===== config.mk =====
export PLATFORM = sky130hd
export DESIGN_NAME = journal_record_scan_newest_core
export DESIGN_NICKNAME = d
export VERILOG_FILES = /design/src/hdl/jrsn_pkg.sv /design/src/hdl/journal_record_scan_newest_core.sv /design/src/hdl/jrsn_in_stage.sv /design/src/hdl/jrsn_scan.sv /design/src/hdl/jrsn_out_stage.sv
export SDC_FILE = /design/constraint.sdc
export NUM_CORES = 1
export LEC_CHECK = 0
export BUFFER_PORTS_ARGS = -buffer_cell sky130_fd_sc_hd__buf_2
export CAP_MARGIN = 20
export CORE_AREA = 2 2 242 244
export CTS_CLUSTER_DIAMETER = 30
export DETAILED_ROUTE_END_ITERATION = 6
export DIE_AREA = 0 0 244 246
export PLACE_DENSITY = 0.69
export REMOVE_ABC_BUFFERS = 1
export SYNTH_ARGS = -nofsm -noshare
export SYNTH_HDL_FRONTEND = slang
export SYNTH_SLANG_ARGS = --single-unit

===== constraint.sdc =====
create_clock -name clk -period 5.25 [get_ports clk]
set_input_delay 0.525 -clock clk [delete_from_list [all_inputs] [get_ports clk]]
set_output_delay 0.525 -clock clk [all_outputs]
set_load 0.01 [all_outputs]

===== src/hdl/jrsn_pkg.sv =====
// Shared types, constants and the CRC-32 word update for the journal record scan.
package jrsn_pkg;

  localparam int unsigned RECORDS_PER_SECTOR = 128;
  localparam int unsigned SECTOR_COUNT       = 2;
  localparam int unsigned RING_SLOTS         = RECORDS_PER_SECTOR * SECTOR_COUNT;
  localparam int unsigned SLOT_W             = (RING_SLOTS > 1) ? $clog2(RING_SLOTS) : 1;

  localparam int unsigned WORD_BITS = 32;

  localparam logic [31:0] REC_MAGIC   = 32'h5253_5453;
  localparam logic [15:0] REC_VERSION = 16'h0001;
  localparam logic [31:0] REC_COMMIT  = 32'h0000_0000;
  localparam logic [31:0] CRC_POLY    = 32'hEDB8_8320;
  localparam logic [31:0] CRC_INIT    = 32'hFFFF_FFFF;
  localparam logic [15:0] LIMIT_RESET = 16'd1000;

  typedef logic [2:0] word_idx_t;

  // Word positions inside one 32-byte record.
  localparam word_idx_t WI_MAGIC   = 3'd0;
  localparam word_idx_t WI_VERSION = 3'd1;
  localparam word_idx_t WI_SEQ     = 3'd2;
  localparam word_idx_t WI_TOTAL   = 3'd3;
  localparam word_idx_t WI_PENDING = 3'd4;
  localparam word_idx_t WI_NEXTSEQ = 3'd5;
  localparam word_idx_t WI_CRC     = 3'd6;
  localparam word_idx_t WI_COMMIT  = 3'd7;

  typedef struct packed {
    logic [31:0] word;
    logic        last_word;
  } item_t;

  typedef struct packed {
    logic        found;
    logic [31:0] latest_seq;
    logic [31:0] total_count;
    logic [15:0] remain_ms;
    logic [31:0] pending_cnt;
    logic [31:0] stored_next_sequence;
    logic [7:0]  next_slot;
  } result_t;

  // Reflected CRC-32 over one 32-bit word; the bit loop is a fixed XOR network.
  function automatic logic [31:0] crc_word(logic [31:0] crc, logic [31:0] w);
    logic [31:0] c;
    c = crc ^ w;
    for (int i = 0; i < WORD_BITS; i++) begin
      c = c[0] ? ((c >> 1) ^ CRC_POLY) : (c >> 1);
    end
    return c;
  endfunction

endpackage


===== src/hdl/journal_record_scan_newest_core.sv =====
// Top level of the journal record scan: finds the newest valid record of a flash ring.
//
// The input channel carries the ring as 32-bit words, eight per record, with
// in_last_word marking the final word of the scan. Each record is checked for
// magic, version, nonzero sequence, remainder below cfg_data's limit, zero
// commit word and a CRC-32 over its first six words; the newest valid one wins.
// On the last word one result transfer appears on the output channel; no other
// word produces a result.
// One word is accepted every cycle while in_stall is low. A word waits in the input
// register and is folded into the scan state when the scan stage advances, which
// also loads the result register, so out_valid rises once the last word has passed
// the input register and the result register. While out_stall holds a waiting result
// the scan stage stops; in_stall is high only then, while the input register is full.
// A synchronous low rst_n clears the scan, empties both registers and sets the
// remainder limit to 1000. The cfg_we write updates the limit; write it only
// while no scan is in progress.
module journal_record_scan_newest_core (
  input  logic        clk,
  input  logic        rst_n,
  input  logic        cfg_we,
  input  logic [15:0] cfg_data,
  input  logic        in_valid,
  output logic        in_stall,
  input  logic [31:0] in_word,
  input  logic        in_last_word,
  output logic        out_valid,
  input  logic        out_stall,
  output logic        out_found,
  output logic [31:0] out_latest_seq,
  output logic [31:0] out_total_count,
  output logic [15:0] out_remain_ms,
  output logic [31:0] out_pending_cnt,
  output logic [31:0] out_stored_next_sequence,
  output logic [7:0]  out_next_slot
);

  logic              advance;
  logic              q_valid;
  jrsn_pkg::item_t   q_item;
  logic              emit;
  jrsn_pkg::result_t scan_result;
  jrsn_pkg::result_t out_result;

  jrsn_in_stage u_in_stage (
    .clk          (clk),
    .rst_n        (rst_n),
    .in_valid     (in_valid),
    .in_stall     (in_stall),
    .in_word      (in_word),
    .in_last_word (in_last_word),
    .advance      (advance),
    .q_valid      (q_valid),
    .q_item       (q_item)
  );

  jrsn_scan u_scan (
    .clk      (clk),
    .rst_n    (rst_n),
    .cfg_we   (cfg_we),
    .cfg_data (cfg_data),
    .fire     (q_valid && advance),
    .item     (q_item),
    .emit     (emit),
    .result   (scan_result)
  );

  jrsn_out_stage u_out_stage (
    .clk        (clk),
    .rst_n      (rst_n),
    .emit       (emit),
    .result     (scan_result),
    .advance    (advance),
    .out_valid  (out_valid),
    .out_stall  (out_stall),
    .out_result (out_result)
  );

  assign out_found                = out_result.found;
  assign out_latest_seq           = out_result.latest_seq;
  assign out_total_count          = out_result.total_count;
  assign out_remain_ms            = out_result.remain_ms;
  assign out_pending_cnt          = out_result.pending_cnt;
  assign out_stored_next_sequence = out_result.stored_next_sequence;
  assign out_next_slot            = out_result.next_slot;

endmodule


===== src/hdl/jrsn_in_stage.sv =====
// Input register stage: holds one accepted journal word until the scan logic takes it.
module jrsn_in_stage (
  input  logic            clk,
  input  logic            rst_n,
  input  logic            in_valid,
  output logic            in_stall,
  input  logic [31:0]     in_word,
  input  logic            in_last_word,
  input  logic            advance,
  output logic            q_valid,
  output jrsn_pkg::item_t q_item
);

  logic            valid_r, valid_nxt;
  jrsn_pkg::item_t item_r, item_nxt;
  logic            accept;

  assign in_stall = valid_r && !advance;
  assign accept   = in_valid && !in_stall;

  always_comb begin
    valid_nxt = valid_r;
    item_nxt  = item_r;
    if (accept) begin
      valid_nxt      = 1'b1;
      item_nxt.word      = in_word;
      item_nxt.last_word = in_last_word;
    end else if (advance) begin
      valid_nxt = 1'b0;
    end
  end

  always_ff @(posedge clk) begin
    if (!rst_n) begin
      valid_r <= 1'b0;
    end else begin
      valid_r <= valid_nxt;
    end
  end

  always_ff @(posedge clk) begin
    item_r <= item_nxt;
  end

  assign q_valid = valid_r;
  assign q_item  = item_r;

endmodule


===== src/hdl/jrsn_scan.sv =====
// Record checker and newest-record tracker: one journal word is folded in per cycle while fire is high.
module jrsn_scan (
  input  logic              clk,
  input  logic              rst_n,
  input  logic              cfg_we,
  input  logic [15:0]       cfg_data,
  input  logic              fire,
  input  jrsn_pkg::item_t   item,
  output logic              emit,
  output jrsn_pkg::result_t result
);

  localparam int unsigned SW = jrsn_pkg::SLOT_W;

  logic [15:0]           limit_r;
  jrsn_pkg::word_idx_t   idx_r, idx_nxt;
  logic [SW-1:0]         slot_r, slot_nxt;
  logic [31:0]           crc_r, crc_nxt;
  logic                  ok_r, ok_nxt;
  logic [31:0]           cur_seq_r, cur_seq_nxt;
  logic [31:0]           cur_total_r, cur_total_nxt;
  logic [31:0]           cur_pend_r, cur_pend_nxt;
  logic [31:0]           cur_nseq_r, cur_nseq_nxt;
  logic [15:0]           cur_rem_r, cur_rem_nxt;
  logic                  found_r, found_nxt;
  logic [31:0]           new_seq_r, new_seq_nxt;
  logic [31:0]           new_total_r, new_total_nxt;
  logic [31:0]           new_pend_r, new_pend_nxt;
  logic [31:0]           new_nseq_r, new_nseq_nxt;
  logic [15:0]           new_rem_r, new_rem_nxt;
  logic [SW-1:0]         new_slot_r, new_slot_nxt;

  logic [31:0]           w;
  logic [31:0]           seq_diff;
  logic                  is_newer;
  logic [SW:0]           slot_inc;
  logic [SW:0]           nslot_inc;
  logic [SW-1:0]         next_slot_w;
  logic [31:0]           next_slot_ext;

  assign w        = item.word;
  assign seq_diff = cur_seq_r - new_seq_r;
  // Serial number arithmetic: newer when the forward distance is nonzero and under half range.
  assign is_newer = (seq_diff != 32'd0) && !seq_diff[31];

  always_comb begin
    idx_nxt       = idx_r;
    slot_nxt      = slot_r;
    crc_nxt       = crc_r;
    ok_nxt        = ok_r;
    cur_seq_nxt   = cur_seq_r;
    cur_total_nxt = cur_total_r;
    cur_pend_nxt  = cur_pend_r;
    cur_nseq_nxt  = cur_nseq_r;
    cur_rem_nxt   = cur_rem_r;
    found_nxt     = found_r;
    new_seq_nxt   = new_seq_r;
    new_total_nxt = new_total_r;
    new_pend_nxt  = new_pend_r;
    new_nseq_nxt  = new_nseq_r;
    new_rem_nxt   = new_rem_r;
    new_slot_nxt  = new_slot_r;
    slot_inc      = {1'b0, slot_r} + 1'b1;
    nslot_inc     = '0;
    next_slot_w   = '0;
    next_slot_ext = '0;
    emit          = 1'b0;
    result        = '0;

    if (fire) begin
      case (idx_r)
        jrsn_pkg::WI_MAGIC: begin
          if (w != jrsn_pkg::REC_MAGIC) ok_nxt = 1'b0;
        end
        jrsn_pkg::WI_VERSION: begin
          if (w[15:0] != jrsn_pkg::REC_VERSION) ok_nxt = 1'b0;
          cur_rem_nxt = w[31:16];
          if (w[31:16] >= limit_r) ok_nxt = 1'b0;
        end
        jrsn_pkg::WI_SEQ: begin
          cur_seq_nxt = w;
          if (w == 32'd0) ok_nxt = 1'b0;
        end
        jrsn_pkg::WI_TOTAL: begin
          cur_total_nxt = w;
        end
        jrsn_pkg::WI_PENDING: begin
          cur_pend_nxt = w;
        end
        jrsn_pkg::WI_NEXTSEQ: begin
          cur_nseq_nxt = w;
        end
        jrsn_pkg::WI_CRC: begin
          if (w != ~crc_r) ok_nxt = 1'b0;
        end
        default: begin
          if (w != jrsn_pkg::REC_COMMIT) ok_nxt = 1'b0;
        end
      endcase

      if (idx_r != jrsn_pkg::WI_CRC && idx_r != jrsn_pkg::WI_COMMIT) begin
        crc_nxt = jrsn_pkg::crc_word(crc_r, w);
      end

      if (idx_r == jrsn_pkg::WI_COMMIT) begin
        if (ok_nxt && (!found_r || is_newer)) begin
          new_seq_nxt   = cur_seq_r;
          new_total_nxt = cur_total_r;
          new_pend_nxt  = cur_pend_r;
          new_nseq_nxt  = cur_nseq_r;
          new_rem_nxt   = cur_rem_r;
          new_slot_nxt  = slot_r;
          found_nxt     = 1'b1;
        end
        slot_nxt      = (32'(slot_inc) >= jrsn_pkg::RING_SLOTS) ? '0 : slot_inc[SW-1:0];
        idx_nxt       = jrsn_pkg::WI_MAGIC;
        crc_nxt       = jrsn_pkg::CRC_INIT;
        ok_nxt        = 1'b1;
        cur_seq_nxt   = '0;
        cur_total_nxt = '0;
        cur_pend_nxt  = '0;
        cur_nseq_nxt  = '0;
        cur_rem_nxt   = '0;
      end else begin
        idx_nxt = idx_r + 3'd1;
      end

      if (item.last_word) begin
        emit = 1'b1;
        nslot_inc   = {1'b0, new_slot_nxt} + 1'b1;
        next_slot_w = (32'(nslot_inc) >= jrsn_pkg::RING_SLOTS) ? '0 : nslot_inc[SW-1:0];
        next_slot_ext = 32'(next_slot_w);
        if (found_nxt) begin
          result.found                = 1'b1;
          result.latest_seq           = new_seq_nxt;
          result.total_count          = new_total_nxt;
          result.remain_ms            = new_rem_nxt;
          result.pending_cnt          = new_pend_nxt;
          result.stored_next_sequence = new_nseq_nxt;
          result.next_slot            = next_slot_ext[7:0];
        end else begin
          result.stored_next_sequence = 32'd1;
        end
        // A partial record at the end of the scan is dropped with the rest of the state.
        idx_nxt       = jrsn_pkg::WI_MAGIC;
        slot_nxt      = '0;
        crc_nxt       = jrsn_pkg::CRC_INIT;
        ok_nxt        = 1'b1;
        cur_seq_nxt   = '0;
        cur_total_nxt = '0;
        cur_pend_nxt  = '0;
        cur_nseq_nxt  = '0;
        cur_rem_nxt   = '0;
        found_nxt     = 1'b0;
        new_seq_nxt   = '0;
        new_total_nxt = '0;
        new_pend_nxt  = '0;
        new_nseq_nxt  = '0;
        new_rem_nxt   = '0;
        new_slot_nxt  = '0;
      end
    end
  end

  always_ff @(posedge clk) begin
    if (!rst_n) begin
      limit_r     <= jrsn_pkg::LIMIT_RESET;
      idx_r       <= jrsn_pkg::WI_MAGIC;
      slot_r      <= '0;
      crc_r       <= jrsn_pkg::CRC_INIT;
      ok_r        <= 1'b1;
      cur_seq_r   <= '0;
      cur_total_r <= '0;
      cur_pend_r  <= '0;
      cur_nseq_r  <= '0;
      cur_rem_r   <= '0;
      found_r     <= 1'b0;
      new_seq_r   <= '0;
      new_total_r <= '0;
      new_pend_r  <= '0;
      new_nseq_r  <= '0;
      new_rem_r   <= '0;
      new_slot_r  <= '0;
    end else begin
      if (cfg_we) begin
        limit_r <= cfg_data;
      end
      idx_r       <= idx_nxt;
      slot_r      <= slot_nxt;
      crc_r       <= crc_nxt;
      ok_r        <= ok_nxt;
      cur_seq_r   <= cur_seq_nxt;
      cur_total_r <= cur_total_nxt;
      cur_pend_r  <= cur_pend_nxt;
      cur_nseq_r  <= cur_nseq_nxt;
      cur_rem_r   <= cur_rem_nxt;
      found_r     <= found_nxt;
      new_seq_r   <= new_seq_nxt;
      new_total_r <= new_total_nxt;
      new_pend_r  <= new_pend_nxt;
      new_nseq_r  <= new_nseq_nxt;
      new_rem_r   <= new_rem_nxt;
      new_slot_r  <= new_slot_nxt;
    end
  end

endmodule


===== src/hdl/jrsn_out_stage.sv =====
// Result register: holds one scan result until the receiver takes the transfer.
module jrsn_out_stage (
  input  logic              clk,
  input  logic              rst_n,
  input  logic              emit,
  input  jrsn_pkg::result_t result,
  output logic              advance,
  output logic              out_valid,
  input  logic              out_stall,
  output jrsn_pkg::result_t out_result
);

  logic              valid_r, valid_nxt;
  jrsn_pkg::result_t res_r, res_nxt;

  // The scan stage may move whenever the result register is empty or being drained.
  assign advance = !(valid_r && out_stall);

  always_comb begin
    valid_nxt = valid_r;
    res_nxt   = res_r;
    if (emit) begin
      valid_nxt = 1'b1;
      res_nxt   = result;
    end else if (valid_r && !out_stall) begin
      valid_nxt = 1'b0;
    end
  end

  always_ff @(posedge clk) begin
    if (!rst_n) begin
      valid_r <= 1'b0;
    end else begin
      valid_r <= valid_nxt;
    end
  end

  always_ff @(posedge clk) begin
    res_r <= res_nxt;
  end

  assign out_valid  = valid_r;
  assign out_result = res_r;

endmodule

* Word-level counts from Yosys, hierarchy flattened
Cells that the tools add are included.
W data, S select, Z words.
** Word-level totals
- Bits in registers :: 545
- Latch bits :: 0
- Memory bits (writable) :: 0
- ROM bits :: 0
- Output and inout port bits :: 155
- Logic and storage cells :: 219
- Memories kept :: 0
** Cells by class
- Add/subtract/negate cells :: 4
- $mul :: 0
- Divide/modulo/power cells :: 0
- Magnitude comparators :: 3
- Equal/unequal tests :: 13
- Shift operators :: 0
- Multiplexer cells :: 96
- Bitwise operators :: 37
- Reductions and logical operators :: 37
** Operator list (count)
- $mux W32 :: 59
- $not A13 Y14 :: 32
- $mux W113 :: 1
- $mux W16 :: 6
- $reduce_bool A32 Y1 :: 2
- $mux W8 :: 7
- $logic_not A32 Y1 :: 1
- $ne A32 B31 Y1 const B :: 1
- $ne A32 B32 Y1 :: 1
- $not A32 Y32 :: 1
- $sub A32 B32 Y32 :: 1
- $xor A32 B32 Y32 :: 1
- $mux W1 :: 20
- $add A8 B1 Y9 const B :: 2
- $ge A9 B9 Y1 const B :: 2
- $reduce_bool A3 Y1 :: 6
- $ge A16 B16 Y1 :: 1
- $ne A16 B1 Y1 const B :: 1
- $reduce_and A2 Y1 :: 8
- $eq A3 B3 Y1 const B :: 4
- $logic_and A1 B1 Y1 :: 8
- $eq A3 B2 Y1 const B :: 2
- $mux W3 :: 2
- $ne A3 B3 Y1 const B :: 2
- 12 further kinds :: 19

* Logic depth before layout (Yosys ltp)
- Depth after elaboration :: 68
- Gate-level depth with buffers :: 24
- Mapped depth without buffers :: 22

* Cells and area by module
Synthesis repeated with hierarchy kept, for this count alone.
** Second synthesis, totals
- Cells, all modules :: 2883
- Area total of the unflattened synthesis :: 27995.6 sq um
** By module, submodules not included
- jrsn_scan :: instances 1, cells an instance 2688, area each 22321.4 sq um, sequential area each 7146.9 sq um
- jrsn_out_stage :: instances 1, cells an instance 157, area each 4629.4 sq um, sequential area each 4614.4 sq um
- jrsn_in_stage :: instances 1, cells an instance 37, area each 1038.5 sq um, sequential area each 1011.0 sq um
- journal_record_scan_newest_core :: instances 1, cells an instance 1, area each 6.3 sq um, sequential area each 0.0 sq um

* Worst setup path before layout
No wires, ideal clock.
- Path kind :: register to register
- Start point :: register u_scan.new_seq_r[11]
- End point :: register u_out_stage.res_r (netlist bit u_out_stage.out_result[3]), data pin
- Setup time :: 299 ps
- Arrival time :: 5254 ps
- Required time :: 4951 ps
- Path slack :: -302 ps
- Stages on the path, launching flop included :: 25
- Period minus slack after synthesis :: 5552 ps
- Cells stage by stage :: dfxtp_1 -> inv_1 -> ha_1 -> buf_2 -> a21o_1 -> a21o_1 -> a21o_1 -> a221o_1 -> a221oi_2 -> nor2_1 -> nor4_2 -> o221ai_1 -> or4_1 -> or4_1 -> nand3_1 -> buf_2 -> buf_1 -> nand2_1 -> nand2_1 -> ha_1 -> and3_1 -> nand3_1 -> a311o_1 -> o311ai_0 -> a211oi_1
** On the way
- Longest elaborated chain between the ends :: 11
- Elaborated cells between the ends (all ways) :: 16
- Classes of those cells :: add/sub (2); order compare (1); mux (6); bitwise (1); reduce/logical (6)
** Ends and longest elaborated chain
- start: declaration :: line jrsn_scan.sv:26 : logic [31:0] new_seq_r, new_seq_nxt;
- start signal: assignment :: line jrsn_scan.sv:198 : new_seq_r <= new_seq_nxt;
- $sub A32 B32 Y32 (*) :: line jrsn_scan.sv:42 : assign seq_diff = cur_seq_r - new_seq_r;
- $reduce_bool A32 Y1 or $logic_not A1 Y1 (tied branches) :: line jrsn_scan.sv:44 : assign is_newer = (seq_diff != 32'd0) && !seq_diff[31];
- $logic_and A1 B1 Y1 (*) :: line jrsn_scan.sv:44
- $logic_or A1 B1 Y1 (*) :: line jrsn_scan.sv:106 : if (ok_nxt && (!found_r || is_newer)) begin
- $logic_and A1 B1 Y1 (*) :: line jrsn_scan.sv:106
- $mux W8 :: line jrsn_scan.sv:106
- $mux W8 :: line jrsn_scan.sv:105 : if (idx_r == jrsn_pkg::WI_COMMIT) begin
- $mux W8 :: line jrsn_scan.sv:70 : if (fire) begin
- $add A8 B1 Y9 :: line jrsn_scan.sv:130 : nslot_inc = {1'b0, new_slot_nxt} + 1'b1;
- $ge A9 B9 Y1 :: line jrsn_scan.sv:131 : next_slot_w = (32'(nslot_inc) >= jrsn_pkg::RING_SLOTS) ? '0 : nslot_inc[SW-1:0];
- $reduce_or A4 Y1 (no line)
- end signal: assignment :: line jrsn_out_stage.sv:39 : res_r <= res_nxt;
- end: declaration :: line jrsn_out_stage.sv:14 : jrsn_pkg::result_t res_r, res_nxt;
Every way passes the cells marked *; elsewhere a longest branch is shown, timed or not. The select of a mux whose other input is x is not followed.
A chain may end at the register's enable or synchronous reset.

* Worst setup path in the final report
- Start point :: register u_scan.new_seq_r[1]
- End point :: register u_scan.new_total_r[3]
** On the way
- Longest elaborated chain between the ends :: 8
- Elaborated cells between the ends (all ways) :: 9
- Classes of those cells :: add/sub (1); mux (3); reduce/logical (5)
** Ends and longest elaborated chain
- $sub A32 B32 Y32 (*) :: line jrsn_scan.sv:42
- $reduce_bool A32 Y1 or $logic_not A1 Y1 (tied branches) :: line jrsn_scan.sv:44
- $logic_and A1 B1 Y1 (*) :: line jrsn_scan.sv:44
- $logic_or A1 B1 Y1 (*) :: line jrsn_scan.sv:106
- $logic_and A1 B1 Y1 (*) :: line jrsn_scan.sv:106
- $mux W32 (*) :: line jrsn_scan.sv:106
- $mux W32 (*) :: line jrsn_scan.sv:105
- $mux W32 (*) :: line jrsn_scan.sv:128 : if (item.last_word) begin
- end signal: assignment :: line jrsn_scan.sv:199 : new_total_r <= new_total_nxt;
- end: declaration :: line jrsn_scan.sv:27 : logic [31:0] new_total_r, new_total_nxt;
Every way passes the cells marked *; elsewhere a longest branch is shown, timed or not.

==> flow_summary.yaml <==
worst_hold_path:
  min_from: "in_word[1]"
  hold_class: "primary input to flop"
  hold_depth: 1
  min_to: "u_in_stage.q_item[2]"
global_routing:
  grt_overflow: 0
  grt_pass1_wl_um: 113000
  grt_max_degree: 102
  grt.total_usage: 0.244
  grt_pass1_vias: 19300
  antenna_found_initial: 4
yosys:
  async_reset_ff_frac: 0
  synth_area_leaders: "dfxtp_1 28%, edfxtp_1 22%, xnor2_1 6.8%"
  synth_top_area_frac: 0.281
  synth_cell_types: 71
  ys_seq_area_frac: 0.500
  yosysTopAreaCell: "dfxtp_1"
  avgSynthCellArea_um2: 10.8
  synth_warnings: 0
  synth-edff-count: 186
  syn_inst: 2366
  synth_common_cells: "359 x dfxtp_1, 336 x nor2_1, 198 x xnor2_1"
  synth_ff_type: "dfxtp_1"
  netlist_area_mm2: 0.0256
  ys_ff_latch: 545
  yosysMostFrequentCell: "dfxtp_1"
place:
  gp_congestion: 0.946
  portBuffers: 208
  dp.final_hpwl_um: 49800
  placed_cells: 3302
worst_setup_path:
  critical-path-slowest-cell: "or4_1"
  cpLargestDelayFamily: "simple AND/OR/NAND/NOR gates"
  cpMostUsedCell: "buf_4"
  rr_endpoint: "u_scan.new_total_r[3]"
  r2r_slack_ns: 0.08
  worstPathMaxFanout: 89
  critPathBufInv: 6
  cp.arrival_ns: 5.73
  criticalPathCategory: "flop to flop"
  r2r_start: "u_scan.new_seq_r[1]"
  r2r_cells: 20
  cp-start-kind: "flop"
  crit_path_max_incr_delay_ns: 0.49
  crit_chain: "inv_1, ha_1, nor2b_1, o21a_1, o21a_1, a41o_1, buf_4, a31o_4, buf_4, xor2_1, nor3_1, nand4_1, or4_1, or4_4, and3_4, buf_4, buf_6, o21ai_4, clkbuf_16, a32o_1"
  end_kind: "flop"
  crit_required_ns: 5.81
timing:
  period_needed_ns: 5.17
  timing.fmax_ghz: 0.193
  hold_viol_final: 0
  final_max_slew_viol_count: 0
  slew_headroom: 0.251
  fin_crit_sh: 0.985
  finalClockSkew_ns: 0.0268
  worstMarginPinSlew_ns: 1.12
  setup_viol: 0
  rsz0062_at_grt: "true"
die:
  core_mm2: 0.0574
  initial_core_util: 0.446
  io-pin-count: 209
  die_w_um: 244
  rows: 88
  dieArea_mm2: 0.0600
  die_h_um: 246
clock_tree:
  clkTransAtPathRegs_ns: 0.06
  clk_latency_ns: 0.64
  cts_tree: "done"
  cts_buffer_depth: 3
  cts_buffers: 95
  clock-sinks: 545
  htreeDepth: 3
  cts_root_buf: "clkbuf_16"
cells_and_area:
  nNetsFinal: 2757
  layout.cells.non_filler: 3492
  multi_input_area_mm2: 0.0120
  seq_area_mm2: 0.0128
  n_fill_cell: 4793
  area_growth_pct: 23.6
  drive_gt1_frac: 0.230
drt:
  wirelength_met1_um: 32000
  wl_met2_um: 36100
  via_count: 19800
  vias_per_cell: 5.67
  wl_met3_um: 4650
  ant_nets: 0
  drt_wl_total_um: 75100
  drtIter0Drc: 1840
  drc: 0
  routedWlPerCell_um: 21.5
  first_pass_iters: 6
  top_layer_used: "met5"
status:
  status: "finished, final reports clean"
flow_run:
  drv_cap: 0
layout by cell type (no fill, tap or decap), drive strengths merged, types with 7 or more instances in the layout:
cell / netlist / routed
a21o: 37 / 37
a21oi: 55 / 55
a22oi: 144 / 144
a32o: 152 / 152
and2: 7 / 7
and3: 13 / 13
buf: 43 / 367
clkbuf: 144 / 116
clkinv: 0 / 32
clkinvlp: 0 / 10
dfxtp: 359 / 359
edfxtp: 186 / 186
ha: 58 / 58
inv: 71 / 87
mux2i: 154 / 154
nand2: 77 / 77
nand3: 27 / 27
nand4: 17 / 17
nor2: 336 / 336
nor2b: 10 / 10
nor3: 13 / 13
nor4: 15 / 15
o211ai: 8 / 8
o21ai: 33 / 33
o22a: 16 / 16
o22ai: 15 / 15
xnor2: 232 / 232
xor2: 71 / 71
layer usage:
layer / track usage / up-vias
li1: - / 9135
met1: 0.323 / 9826
met2: 0.400 / 696
met3: 0.0410 / 147
met4: 0.0918 / 6
met5: 0 / -
cell type report:
type / instances / area share
inverter: 71 / 0.00867
multi-input combinational: 1563 / 0.379
sequential: 545 / 0.404
antenna: 1 / 0.0000792
tap: 765 / 0.0303
timing repair buffer: 368 / 0.0738
clock buffer: 115 / 0.0829
clock inverter: 64 / 0.0209
logic make-up after synthesis:
family,after synthesis,synth area share
flops,545,0.500
simple gates,538,0.0903
compound gates,508,0.158
xor+xnor,303,0.122
buf+inv,258,0.0405
mux,155,0.0607
fa+ha+maj,59,0.0292
sequential cells by signal (all words and copies together) (netlist names):
register	count
u_scan.new_nseq_r	32
u_scan.limit_r	16
u_scan.crc_r	32
u_scan.cur_pend_r	32
u_scan.new_pend_r	32
u_scan.ok_r	1
u_scan.cur_seq_r	32
u_scan.cur_nseq_r	32
u_scan.found_r	1
u_scan.new_rem_r	16
u_scan.slot_r	8
u_scan.new_slot_r	8
u_scan.new_total_r	32
u_scan.cur_total_r	32
u_scan.new_seq_r	32
u_in_stage.q_item	33
u_out_stage.out_valid	1
u_scan.cur_rem_r	16
u_out_stage.out_result	153
u_in_stage.q_valid	1
u_scan.idx_r	3
how the worst max path moves through the flow:
stage                                    start                        end  slack (ns)  cells after the start
after floorplan           u_scan.new_seq_r[11]       u_scan.new_nseq_r[0]      -10.20                     15
after global placement     u_scan.new_seq_r[1]  u_out_stage.out_result[3]       -0.12                     22
after detailed placement  u_scan.new_seq_r[11]  u_out_stage.out_result[7]       -0.17                     21
after CTS                 u_scan.new_seq_r[11]  u_out_stage.out_result[7]       0.003                     21
after global routing       u_scan.new_seq_r[1]      u_scan.new_total_r[3]       -0.03                     20
final                      u_scan.new_seq_r[1]      u_scan.new_total_r[3]        0.08                     20
timing repair:
action,CTS,global route
endpoints found under the setup margin,164,172
gates resized for setup,9,29
endpoints found under the hold margin,0,0
setup buffers,4,6
pin swaps,6,17
hold buffers,0,0
per-stage QoR:
step	instance area, um2	hold slack (ns)	TNS, ns	setup slack, ns	util
final	31600	0.0608	0	0.0792	0.551
after global routing	31600	0.0460	-0.186	-0.0280	0.551
after CTS	31400	0.0263	0	0.00340	0.548
after detailed placement	28100	0.477	-12.55	-0.166	0.489
after global placement	28000	0.470	-8.65	-0.115	0.489
after floorplan	24800	0.459	-2028.91	-10.20	-
Power is not shown: default switching activity piles up to over one toggle a cycle in this logic, so the estimate is an artifact.
